<file path="src/rtl/cubic_hermite_varispeed_resampler_macros.svh">
// Assertion macros used by the resampler top level.
`ifndef CUBIC_HERMITE_VARISPEED_RESAMPLER_MACROS_SVH
`define CUBIC_HERMITE_VARISPEED_RESAMPLER_MACROS_SVH

// Consequent must hold in the same cycle as the antecedent.
`define CHVR_ASSERT_SAME(label, clk, rst_n, ante, cons, msg) \
  label: assert property (@(posedge clk) disable iff (!rst_n) (ante) |-> (cons)) \
    else $error(msg);

// Consequent must hold in the cycle after the antecedent.
`define CHVR_ASSERT_NEXT(label, clk, rst_n, ante, cons, msg) \
  label: assert property (@(posedge clk) disable iff (!rst_n) (ante) |=> (cons)) \
    else $error(msg);

`endif

</file>
<file path="src/rtl/chvr_pkg.sv">
// Types and constants of the cubic Hermite resampler.
`timescale 1ns / 1ps
`default_nettype none

package chvr_pkg;

  localparam int unsigned SAMPLE_W = 24;
  localparam int unsigned OFFS_W   = 19;
  localparam int unsigned FRAC_W   = 16;
  localparam int unsigned CNT_W    = 6;

  localparam logic [OFFS_W-1:0] ONE_Q16      = 19'd65536;
  localparam logic [OFFS_W-1:0] OFFSET_RESET = 19'd196608;
  localparam logic [OFFS_W-1:0] RATE_MIN     = 19'd1024;
  localparam logic [OFFS_W-1:0] RATE_MAX     = 19'd262144;
  localparam logic [OFFS_W-1:0] RATE_RESET   = 19'd65536;
  localparam logic [CNT_W-1:0]  LAST_SLOT    = 6'd63;

  // lane pipeline depth, frac/window in to result out
  localparam logic [2:0] LANE_LAT = 3'd6;

  // register index of the rate register
  localparam logic REG_RATE = 1'b0;

  typedef logic signed [SAMPLE_W-1:0] sample_t;
  typedef sample_t [3:0] window_t;

  typedef struct packed {
    logic signed [SAMPLE_W-1:0] sample_left;
    logic signed [SAMPLE_W-1:0] sample_right;
  } in_item_t;

  typedef struct packed {
    logic signed [SAMPLE_W-1:0] out_left;
    logic signed [SAMPLE_W-1:0] out_right;
    logic                       last_of_run;
  } out_item_t;

  typedef struct packed {
    logic load;
    logic last;
  } load_t;

endpackage

`default_nettype wire

</file>
<file path="src/rtl/chvr_if.sv">
// Valid/ready stream interfaces for resampler input frames and results.
`timescale 1ns / 1ps
`default_nettype none


interface chvr_out_if;
  logic                valid;
  logic                ready;
  chvr_pkg::out_item_t data;
  modport source (output valid, output data, input ready);
  modport sink (input valid, input data, output ready);
endinterface

`default_nettype wire

</file>
<file path="src/rtl/chvr_merge.sv">
// Merges lane results into one output item and holds it until taken.
`timescale 1ns / 1ps
`default_nettype none

module chvr_merge (
  input  logic              clk_i,
  input  logic              rst_ni,
  input  chvr_pkg::load_t   ctl_i,
  input  chvr_pkg::sample_t res_i [2],
  output logic              can_load_o,
  chvr_out_if.source        out_o
);

  logic                valid_q;
  chvr_pkg::out_item_t data_q;

  assign can_load_o = !valid_q || out_o.ready;

  always_ff @(posedge clk_i or negedge rst_ni) begin
    if (!rst_ni) begin
      valid_q <= 1'b0;
    end else if (ctl_i.load) begin
      valid_q <= 1'b1;
    end else if (out_o.ready) begin
      valid_q <= 1'b0;
    end
  end

  always_ff @(posedge clk_i) begin
    if (ctl_i.load) begin
      data_q.out_left    <= res_i[0];
      data_q.out_right   <= res_i[1];
      data_q.last_of_run <= ctl_i.last;
    end
  end

  assign out_o.valid = valid_q;
  assign out_o.data  = data_q;

endmodule

`default_nettype wire

</file>
<file path="src/flat_wrapper.sv">
// flat-port wrapper written by rule: the top's interface ports become plain ports
module chvr_merge_flat 
  (clk_i, rst_ni, ctl_i, res_i, can_load_o, out_o_valid, out_o_data, out_o_ready);
  chvr_out_if out_o_i ();
  input  logic clk_i;
  input  logic rst_ni;
  input  chvr_pkg::load_t ctl_i;
  input  chvr_pkg::sample_t res_i[2];
  output logic can_load_o;
  output wire logic [$bits(out_o_i.valid)-1:0] out_o_valid;
  output wire logic [$bits(out_o_i.data)-1:0] out_o_data;
  input wire logic [$bits(out_o_i.ready)-1:0] out_o_ready;
  assign out_o_valid = out_o_i.valid;
  assign out_o_data = out_o_i.data;
  assign out_o_i.ready = out_o_ready;
  chvr_merge u_core (.clk_i(clk_i), .rst_ni(rst_ni), .ctl_i(ctl_i), .res_i(res_i), .can_load_o(can_load_o), .out_o(out_o_i));
endmodule
</file>
<file path="config.mk">
export PLATFORM = sky130hd
export DESIGN_NAME = chvr_merge_flat
export DESIGN_NICKNAME = d
export VERILOG_FILES = /design/src/rtl/cubic_hermite_varispeed_resampler_macros.svh /design/src/rtl/chvr_pkg.sv /design/src/rtl/chvr_if.sv /design/src/rtl/chvr_merge.sv /design/src/flat_wrapper.sv
export SDC_FILE = /design/constraint.sdc
export NUM_CORES = 1
export LEC_CHECK = 0
export ABC_CLOCK_PERIOD_IN_PS = 850
export BUFFER_PORTS_ARGS = -buffer_cell sky130_fd_sc_hd__buf_2
export CAP_MARGIN = 40
export CORE_MARGIN = 4
export CORE_UTILIZATION = 40
export DETAILED_ROUTE_END_ITERATION = 8
export PLACE_DENSITY = 0.78
export SYNTH_ARGS = -nofsm -noshare
export SYNTH_HDL_FRONTEND = slang
export SYNTH_SLANG_ARGS = --single-unit
</file>
<file path="constraint.sdc">
create_clock -name clk_i -period 0.85 [get_ports clk_i]
set_input_delay 0.085 -clock clk_i [delete_from_list [all_inputs] [get_ports clk_i]]
set_output_delay 0.085 -clock clk_i [all_outputs]
set_load 0.03 [all_outputs]
</file>
==> out/results.tsv, run 1 <==
metric	value	unit
run_status	complete, but fails checks	
violations	negative setup slack	
buffer_ports.inserted	103	
global_route.usage.met2	36.5	%
seq_area_frac_synth	98.5	%
critical_path_class	register to output port	
cp_slowest_cell	dfrtp_2	
final-setup-viol-count	51	
cts_buffer_depth	2	
worstMarginPinSlew	0.168	ns
core_region_area	0.00366	mm^2
synth.lib_cells_used.distinct	4	
holdCritPathClass	input port to async pin	
postSynth.topFlopCell	edfxtp_1	
ir_drop	1.77	mV
ys_ff_latch	50	
level_count_of_the_clock_h_tree	2	
hold_viol_final	0	
final.min_clock_period	1.03	ns
synthCells	52	
synthesis.nets	105	
post_route_cells_drive_above_1_share	53.9	%
syn2layout_area_growth	105	%
timing.final.max_slew_violations	0	
post_drt_wl_per_cell	18.6	um
antenna_found_initial	0	
synth_top_cell_area_share	96.9	%
dominant_cell_type_by_area_after_synthesis	edfxtp_1	
synth-edff-count	49	
gp_routability_congestion	0.794	
antennaDiodeCount	0	
grt_most_used_layer	met2	
yosys.cell_count.top_type	edfxtp_1	
timing.critical_path.cells	nand2b_4, buf_6	
drt.antenna.violating_nets	0	
groute.usage.overall	21.7	%
timing.setup.tns	-4.72	ns
ys_warn_count	0	
clock_sinks	50	
grt_setup_unrepaired	yes	
post-route-worst-setup-slack	-0.178	ns
critPathLaunch	u_core.out_o.valid$_DFFE_PN0P_	
grt_pass1_vias	1417	
clkTransAtPathRegs	0.08	ns
drc_errors	0	
dp.final_hpwl	2480	um
floorplan.initialDensity	41.5	%
kind_of_launch_point_of_the_worst_setup_path	register	
power_leakage	1.32	nW
cts_tree	done	
rr_startpoint	u_core.out_o.valid$_DFFE_PN0P_	
timing.critical_path.to_type	output port	
fmax	973	MHz
multi_input_area	22.5	um^2
io_pins	104	
final_clock_skew	0	ns
gr-usage-met1	22.8	%
netlist_area	0.00152	mm^2
grt_start_max_net_pins	19	
synth_top_cells_by_count	49 x edfxtp_1, 1 x dfrtp_1, 1 x nand2b_2, 1 x nand2b_4	
max-cap-violations	0	
layout.area.seq	0.00150	mm^2
drt-vias-per-instance	4.49	
number_of_vias_in_the_routed_layout	1189	
synthesis.area_per_instance	29.2	um^2
pre_cts_slack	0.0931	ns
fin_crit_sh	121	%
synth.area.top_cells	edfxtp_1 97%, dfrtp_1 1.6%, nand2b_4 0.91%	
gr-total-overflow	0	
global_route.usage.met3	10.0	%
fillerInstances	157	
insertion_delay	0.30	ns
rows	22	
grt_first_pass_wirelength	7670	um
drt_first_iter_violations	46	
power_density	1980	mW/mm^2
critPathRequiredTime	0.76	ns
cts_made_buffers	5	
total_iterations_of_the_first_detailed_routing_run	4	
worst_path_largest_cell_delay	0.43	ns
worst_ep_arrival_time	0.94	ns
route.final.wire_length	4940	um
async_reset_ff_share	2.00	%
dieHeight	69.6	um
die-area	0.00485	mm^2
floorplan.die.width	69.6	um
cts.root.buffer_cell	clkbuf_8	
maxSlewHeadroom	88.9	%
nNetsFinal	269	
critPathMaxFanout	2	
[area by class of cell]
| cell class | instances | share of cell area, % |
|---|---|---|
| multi-input combinational | 2 | 0.724 |
| tap | 48 | 1.93 |
| clock inverter | 3 | 2.05 |
| clock buffer | 5 | 2.21 |
| timing repair buffer | 157 | 45.0 |
| sequential | 50 | 48.1 |
[layer usage]
layer / up-vias / part of all wire [%]
met3: 14 / 10
li1: 534 / -
met5: - / 0
met4: 0 / 3.5
met1: 552 / 35
met2: 89 / 51
[cell usage in the layout, fill, tap and decap left out]
| cell | count |
|---|---|
| buf_2 | 52 |
| clkinv_1 | 1 |
| bufinv_16 | 2 |
| buf_12 | 3 |
| dlygate4sd3_1 | 50 |
| nand2b_2 | 1 |
| dfrtp_2 | 1 |
| buf_4 | 1 |
| clkbuf_4 | 1 |
| clkbuf_8 | 5 |
| nand2b_4 | 1 |
| buf_6 | 50 |
| edfxtp_1 | 49 |
[sequential cells by signal, summed over array words and instances, names as in the netlist]
signal / count
u_core.out_o.data: 49
u_core.out_o.valid: 1
[cell families after synthesis]
| family | count (synthesis) | synth area share [%] |
|---|---|---|
| flops | 50 | 98.5 |
| simple gates | 2 | 1.48 |
[per-stage QoR]
step	power (W)	cells	instance area [um^2]	util, %	hold WS, ns
floorplan	0.00345	52	1520	-	-0.211
global placement	0.00380	206	2160	58.9	-0.140
detailed placement	0.00382	206	2160	58.9	-0.138
CTS	0.00615	265	3110	84.9	0.0608
global route	0.00639	265	3110	85.0	0.111
finish	0.00617	265	3110	85.0	0.108
[critical path: cells and delay by family, from the launching register on]
kind	cells	cell delay [ns]
DFF	1	0.43
buffers and inverters	1	0.13
and+or+nand+nor	1	0.08
[power by group]
group | internal (W) | switching, W | leakage (nW)
combinational | 0.000613 | 0.000608 | 0.765
sequential | 0.00293 | 0.000102 | 0.490
clock | 0.00116 | 0.000763 | 0.0658
[path summary, 6_finish.rpt]
kind / depth (start not counted) / slack (ns) / endpoint
setup reg to reg: 3 / 0.06 / u_core.out_o.valid$_DFFE_PN0P_
hold reg to reg: 3 / 0.69 / u_core.out_o.valid$_DFFE_PN0P_
min in group clk_i: 4 / 0.18 / u_core.out_o.valid$_DFFE_PN0P_
max in group asynchronous: 2 / 0.65 / u_core.out_o.valid$_DFFE_PN0P_
setup / recovery: 2 / -0.18 / can_load_o
hold / removal: 2 / 0.11 / u_core.out_o.valid$_DFFE_PN0P_
[repair_timing]
item	in CTS	in global routing
resized for setup	100	1
pin swaps	0	0
hold buffers	50	0
setup buffers	1	0
hold endpoints to repair	50	0
gates cloned	0	0
endpoints found under the setup margin	51	51
No activity file was read; power rests on OpenSTA's default activity.
==> run 2: changes to the inputs <==
--- a/config.mk
+++ b/config.mk
@@ -8,10 +8,12 @@
 export ABC_CLOCK_PERIOD_IN_PS = 850
 export BUFFER_PORTS_ARGS = -buffer_cell sky130_fd_sc_hd__buf_2
 export CAP_MARGIN = 40
-export CORE_MARGIN = 4
-export CORE_UTILIZATION = 40
+export CELL_PAD_IN_SITES_DETAIL_PLACEMENT = 0
+export CELL_PAD_IN_SITES_GLOBAL_PLACEMENT = 1
+export CORE_MARGIN = 2
+export CORE_UTILIZATION = 32
 export DETAILED_ROUTE_END_ITERATION = 8
-export PLACE_DENSITY = 0.78
+export PLACE_DENSITY_LB_ADDON = 0.1
 export SYNTH_ARGS = -nofsm -noshare
 export SYNTH_HDL_FRONTEND = slang
 export SYNTH_SLANG_ARGS = --single-unit
==> run 2 against run 1 <==
The flow still finishes with violations (negative setup slack). First-iteration DRC count grew 6.5%. Worst setup slack gained 0.020 ns. Highest routed layer unchanged. Critical path depth is the same. Sequential power is essentially flat. Largest power group unchanged. Global-route usage shrank 7.3 points. Utilization shrank 19 points.
==> out/results.tsv, run 2 (synthesis gave the netlist of run 1 again) <==
metric	value	unit	change
run_status	complete, but fails checks		unchanged
violations	negative setup slack		unchanged
nNetsFinal	268		was 269
dieHeight	72.9	um	was 69.6 um
grt_pass1_vias	1254		was 1417
io_pins	104		unchanged
drc_errors	0		unchanged
met2_wirelength	2110	um	was 2520 um
route.final.wire_length	3600	um	was 4940 um
cts_buffer_depth	2		unchanged
met3_wirelength	248	um	was 497 um
dpl_cell_area	0.00214	mm^2	was 0.00216 mm^2
grt_setup_unrepaired	yes		unchanged
critPathRequiredTime	0.76	ns	about the same
timing.critical_path.to_type	output port		unchanged
syn2layout_area_growth	101	%	was 105%
cts_made_buffers	5		unchanged
grt_first_pass_wirelength	5550	um	was 7670 um
kind_of_launch_point_of_the_worst_setup_path	register		unchanged
timing.final.max_slew_violations	0		unchanged
post_route_cells_drive_above_1_share	53.2	%	was 53.9%
critPathMaxFanout	2		unchanged
floorplan.die.width	72.9	um	was 69.6 um
antenna_found_initial	0		unchanged
fin_area	0.00305	mm^2	was 0.00311 mm^2
final_cell_mix	53 x buf_2, 50 x dlygate4sd3_1, 50 x buf_6		was 52 x buf_2, 50 x dlygate4sd3_1, 50 x buf_6
worst_ep_arrival_time	0.92	ns	was 0.94 ns
die-area	0.00531	mm^2	was 0.00485 mm^2
final.min_clock_period	1.01	ns	was 1.03 ns
critical_path_class	register to output port		unchanged
layout_commonest_cell	buf_2		unchanged
drt.antenna.violating_nets	0		unchanged
holdCritPathClass	input port to async pin		unchanged
number_of_vias_in_the_routed_layout	1121		was 1189
drt_first_iter_violations	49		was 46
maxSlewHeadroom	89.4	%	was 88.9%
gr-total-overflow	0		unchanged
antennaDiodeCount	0		unchanged
total_iterations_of_the_first_detailed_routing_run	4		unchanged
power.total	0.00556	W	was 0.00617 W
insertion_delay	0.29	ns	was 0.30 ns
clkTransAtPathRegs	0.08	ns	about the same
power_density	1820	mW/mm^2	was 1980 mW/mm^2
buffer_ports.inserted	103		unchanged
rows	25		was 22
gp_routability_congestion	0.649		was 0.794
core_region_area	0.00466	mm^2	was 0.00366 mm^2
post_drt_wl_per_cell	13.3	um	was 18.6 um
ir_drop	1.14	mV	was 1.77 mV
drt-vias-per-instance	4.15		was 4.49
cts.root.buffer_cell	clkbuf_8		unchanged
floorplan.initialDensity	32.6	%	was 41.5%
fin_crit_sh	119	%	was 121%
cts_tree	done		unchanged
max-cap-violations	0		unchanged
final_clock_skew	0	ns	unchanged
met1_routed_length	1200	um	was 1750 um
groute.usage.overall	14.4	%	was 21.7%
timing.critical_path.cells	nand2b_4, buf_6		unchanged
clock_sinks	50		unchanged
post-route-worst-setup-slack	-0.158	ns	was -0.178 ns
largest_reg_flops	49		unchanged
fmax	992	MHz	was 973 MHz
hold_viol_final	0		unchanged
level_count_of_the_clock_h_tree	2		unchanged
worst_path_largest_cell_delay	0.43	ns	about the same
final-setup-viol-count	51		unchanged
routed.top_layer	met4		unchanged
cp_slowest_cell	dfrtp_2		unchanged
power_leakage	1.29	nW	was 1.32 nW
grt_start_max_net_pins	26		was 19
worstMarginPinSlew	0.160	ns	was 0.168 ns
-- run 2: through the flow --
step	instances	utilization (%)	setup TNS, ns	worst slack (ns)	hold WS, ns
finish	270	65.5	-3.59	-0.158	0.104
global route	270	65.5	-5.55	-0.195	0.100
CTS	270	65.5	-4.17	-0.161	0.0700
detailed placement	211	46.0	0	0.102	-0.139
global placement	211	46.0	0	0.109	-0.140
floorplan	52	-	0	0.0516	-0.211
-- run 2: timing repair --
action	in CTS	in global routing
hold endpoints to repair	50	0
buffers inserted	1	0
hold buffers	50	0
endpoints found under the setup margin	51	51
resized for setup	100	0
gates cloned	0	0
-- run 2: final cells by class --
type	count	area, um^2
fillers	354	1610
well taps	54	67.6
flip-flops and latches	50	1500
clock buffers	8	90.1
repair buffers	156	1380
multi-input cells	2	22.5
-- run 2: worst max-delay path, delay by kind of cell, from the launching register on --
kind                   cells  cell delay [ns]
flip-flops                 1             0.43
AND/OR/NAND/NOR            1             0.08
buffers and inverters      1             0.12
-- run 2: worst paths after layout --
check | end | startpoint | cells past startpoint | slack, ns
max in group asynchronous | u_core.out_o.valid$_DFFE_PN0P_ | rst_ni | 2 | 0.65
min | u_core.out_o.valid$_DFFE_PN0P_ | rst_ni | 2 | 0.10
min in group clk_i | u_core.out_o.valid$_DFFE_PN0P_ | out_o_ready | 4 | 0.18
max reg2reg | u_core.out_o.valid$_DFFE_PN0P_ | u_core.out_o.valid$_DFFE_PN0P_ | 3 | 0.09
min reg2reg | u_core.out_o.valid$_DFFE_PN0P_ | u_core.out_o.valid$_DFFE_PN0P_ | 3 | 0.66
max | can_load_o | u_core.out_o.valid$_DFFE_PN0P_ | 2 | -0.16
-- run 2: routing by layer --
| layer | GRT usage (%) | vias to the layer above |
|---|---|---|
| met5 | 0 | - |
| met4 | 4.32 | 0 |
| met3 | 5.52 | 5 |
| met2 | 28.4 | 54 |
| met1 | 13.4 | 532 |
| li1 | - | 530 |
-- run 2: where the power goes --
group          leakage [nW]  total, W  switching (W)  internal [W]
Combinational         0.754   0.00118       0.000575      0.000601
Clock                0.0455   0.00136       0.000700      0.000664
Sequential            0.490   0.00302      0.0000909       0.00292
==> run 3: changes to the inputs <==
--- a/config.mk
+++ b/config.mk
@@ -5,7 +5,7 @@
 export SDC_FILE = /design/constraint.sdc
 export NUM_CORES = 1
 export LEC_CHECK = 0
-export ABC_CLOCK_PERIOD_IN_PS = 850
+export ABC_CLOCK_PERIOD_IN_PS = 1100
 export BUFFER_PORTS_ARGS = -buffer_cell sky130_fd_sc_hd__buf_2
 export CAP_MARGIN = 40
 export CELL_PAD_IN_SITES_DETAIL_PLACEMENT = 0
==> constraint.sdc (replaced) <==
create_clock -name clk_i -period 1.1 [get_ports clk_i]
set_input_delay 0.11 -clock clk_i [delete_from_list [all_inputs] [get_ports clk_i]]
set_output_delay 0.11 -clock clk_i [all_outputs]
set_load 0.03 [all_outputs]
==> run 3 against run 2 <==
The flow now finishes without violations. Global-route usage decreased by 1.4 points. Worst setup slack improved by 0.20 ns. Design area decreased by 9.5%. Sequential cell count unchanged. Die area unchanged. Cell count unchanged. Critical path type unchanged.
==> out/results.tsv, run 3 (synthesis gave the netlist of run 1 again) <==
metric	value	unit	change
post-route-worst-setup-slack	0.0441	ns	was -0.158 ns
power_leakage	1.20	nW	was 1.29 nW
rows	25		unchanged
number_of_vias_in_the_routed_layout	1099		was 1121
multi_input_area	22.5	um^2	unchanged
maxSlewHeadroom	89.2	%	was 89.4%
clock_sinks	50		unchanged
die-area	0.00531	mm^2	unchanged
drt.antenna.violating_nets	0		unchanged
final_clock_skew	0	ns	unchanged
kind_of_launch_point_of_the_worst_setup_path	register		unchanged
floorplan.die.width	72.9	um	unchanged
cp_slowest_cell	dfrtp_1		was dfrtp_2
cts_made_buffers	5		unchanged
drt-vias-per-instance	4.07		was 4.15
ir_drop	0.851	mV	was 1.14 mV
worst_ep_arrival_time	0.95	ns	was 0.92 ns
grt_first_pass_wirelength	4930	um	was 5550 um
groute.usage.overall	13.0	%	was 14.4%
grt_setup_unrepaired	no		was yes
worst_path_largest_cell_delay	0.43	ns	about the same
critical_path_class	register to output port		unchanged
critPathMaxFanout	2		unchanged
total_iterations_of_the_first_detailed_routing_run	4		unchanged
holdCritPathClass	input port to async pin		unchanged
cts_tree	done		unchanged
drc_errors	0		unchanged
cts.root.buffer_cell	clkbuf_8		unchanged
cts_buffer_depth	2		unchanged
gp_routability_congestion	0.632		was 0.649
max-cap-violations	0		unchanged
run_status	completed		was complete, but fails checks
fin_crit_sh	96.0	%	
io_pins	104		unchanged
route.final.wire_length	3380	um	was 3600 um
layout.area.seq	0.00150	mm^2	about the same
syn2layout_area_growth	82.0	%	was 101%
final-setup-viol-count	0		was 51
fin_area	0.00277	mm^2	was 0.00305 mm^2
buffer_ports.inserted	103		unchanged
final.min_clock_period	1.06	ns	
antenna_found_initial	0		unchanged
grt_pass1_vias	1088		was 1254
fmax	947	MHz	
critPathRequiredTime	0.99	ns	was 0.76 ns
drt_first_iter_violations	50		was 49
grt_start_max_net_pins	31		was 26
worstMarginPinSlew	0.163	ns	was 0.160 ns
post_route_cells_drive_above_1_share	53.7	%	was 53.2%
level_count_of_the_clock_h_tree	2		unchanged
largest_reg_flops	49		unchanged
floorplan.initialDensity	32.6	%	unchanged
gr-total-overflow	0		unchanged
nNetsFinal	268		unchanged
timing.critical_path.to_type	output port		unchanged
dpl_cell_area	0.00214	mm^2	about the same
timing.final.max_slew_violations	0		unchanged
antennaDiodeCount	0		unchanged
insertion_delay	0.29	ns	about the same
timing.setup.tns	0	ns	was -3.59 ns
hold_viol_final	0		unchanged
post_drt_wl_per_cell	12.5	um	was 13.3 um
dieHeight	72.9	um	unchanged
clkTransAtPathRegs	0.09	ns	was 0.08 ns
final_cell_mix	102 x buf_2, 50 x dlygate4sd3_1, 49 x edfxtp_1		was 53 x buf_2, 50 x dlygate4sd3_1, 50 x buf_6
fillerInstances	369		was 354
power_density	1550	mW/mm^2	was 1820 mW/mm^2
layout_commonest_cell	buf_2		unchanged
core_region_area	0.00466	mm^2	unchanged
pre_cts_slack	0.321	ns	was 0.102 ns
timing.critical_path.cells	nand2b_4, buf_6		unchanged
[run 3: cell types whose count changed in the layout (fill, tap and decap cells not counted)]
cell	before	now
buf_6	50	1
dfrtp_2	1	0
bufinv_16	0	1
buf_2	53	102
clkinv_2	0	2
clkbuf_1	2	0
dfrtp_1	0	1
clkbuf_8	6	5
[run 3: final timing paths]
check,end,start,cells past startpoint,slack (ns)
worst max-delay path,can_load_o,u_core.out_o.valid$_DFFE_PN0P_,2,0.04
worst max register to register,u_core.out_o.valid$_DFFE_PN0P_,u_core.out_o.valid$_DFFE_PN0P_,3,0.33
worst min register to register,u_core.out_o.valid$_DFFE_PN0P_,u_core.out_o.valid$_DFFE_PN0P_,3,0.70
max in group asynchronous,u_core.out_o.valid$_DFFE_PN0P_,rst_ni,2,0.90
min in group clk_i,u_core.out_o.valid$_DFFE_PN0P_,out_o_ready,4,0.19
worst min-delay path,u_core.out_o.valid$_DFFE_PN0P_,rst_ni,2,0.12
[run 3: metrics by stage]
| step | total power [W] | hold slack (ns) | instances | util (%) |
|---|---|---|---|---|
| final | 0.00427 | 0.116 | 270 | 59.3 |
| after detailed placement | 0.00294 | -0.112 | 211 | 46.0 |
| after CTS | 0.00431 | 0.0807 | 269 | 59.1 |
| after global routing | 0.00444 | 0.124 | 270 | 59.3 |
| after global placement | 0.00292 | -0.115 | 211 | 46.0 |
| after floorplan | 0.00266 | -0.186 | 52 | - |
[run 3: cell type report]
| cell class | instances | share of cell area [%] |
|---|---|---|
| well taps | 54 | 2.44 |
| flip-flops and latches | 50 | 54.1 |
| clock buffers | 5 | 2.49 |
| repair buffers | 156 | 38.7 |
| clock inverters | 3 | 1.45 |
| multi-input cells | 2 | 0.814 |
[run 3: critical path, delay by kind of cell, from the launching register on]
kind | cells | cell delay (ns)
and+or+nand+nor | 1 | 0.09
buffers and inverters | 1 | 0.13
DFF | 1 | 0.43
[run 3: what timing repair did]
| item | CTS | global route |
|---|---|---|
| endpoints found under the hold margin | 50 | 0 |
| endpoints found under the setup margin | 1 | 1 |
| hold buffers | 50 | 0 |
| gates resized for setup | 1 | 1 |
| buffers inserted | 0 | 1 |
[run 3: per-layer routing]
layer  global-route usage [%]  wire length (um)
met5                        0                 0
met3                     4.97               271
met2                     23.4              1800
met1                     13.3              1250
met4                     5.56                53
[run 3: report_power, final]
group	switching, W	internal [W]	leakage [nW]
clock network	0.000572	0.000669	0.0579
registers	0.0000348	0.00225	0.490
logic	0.000441	0.000302	0.650
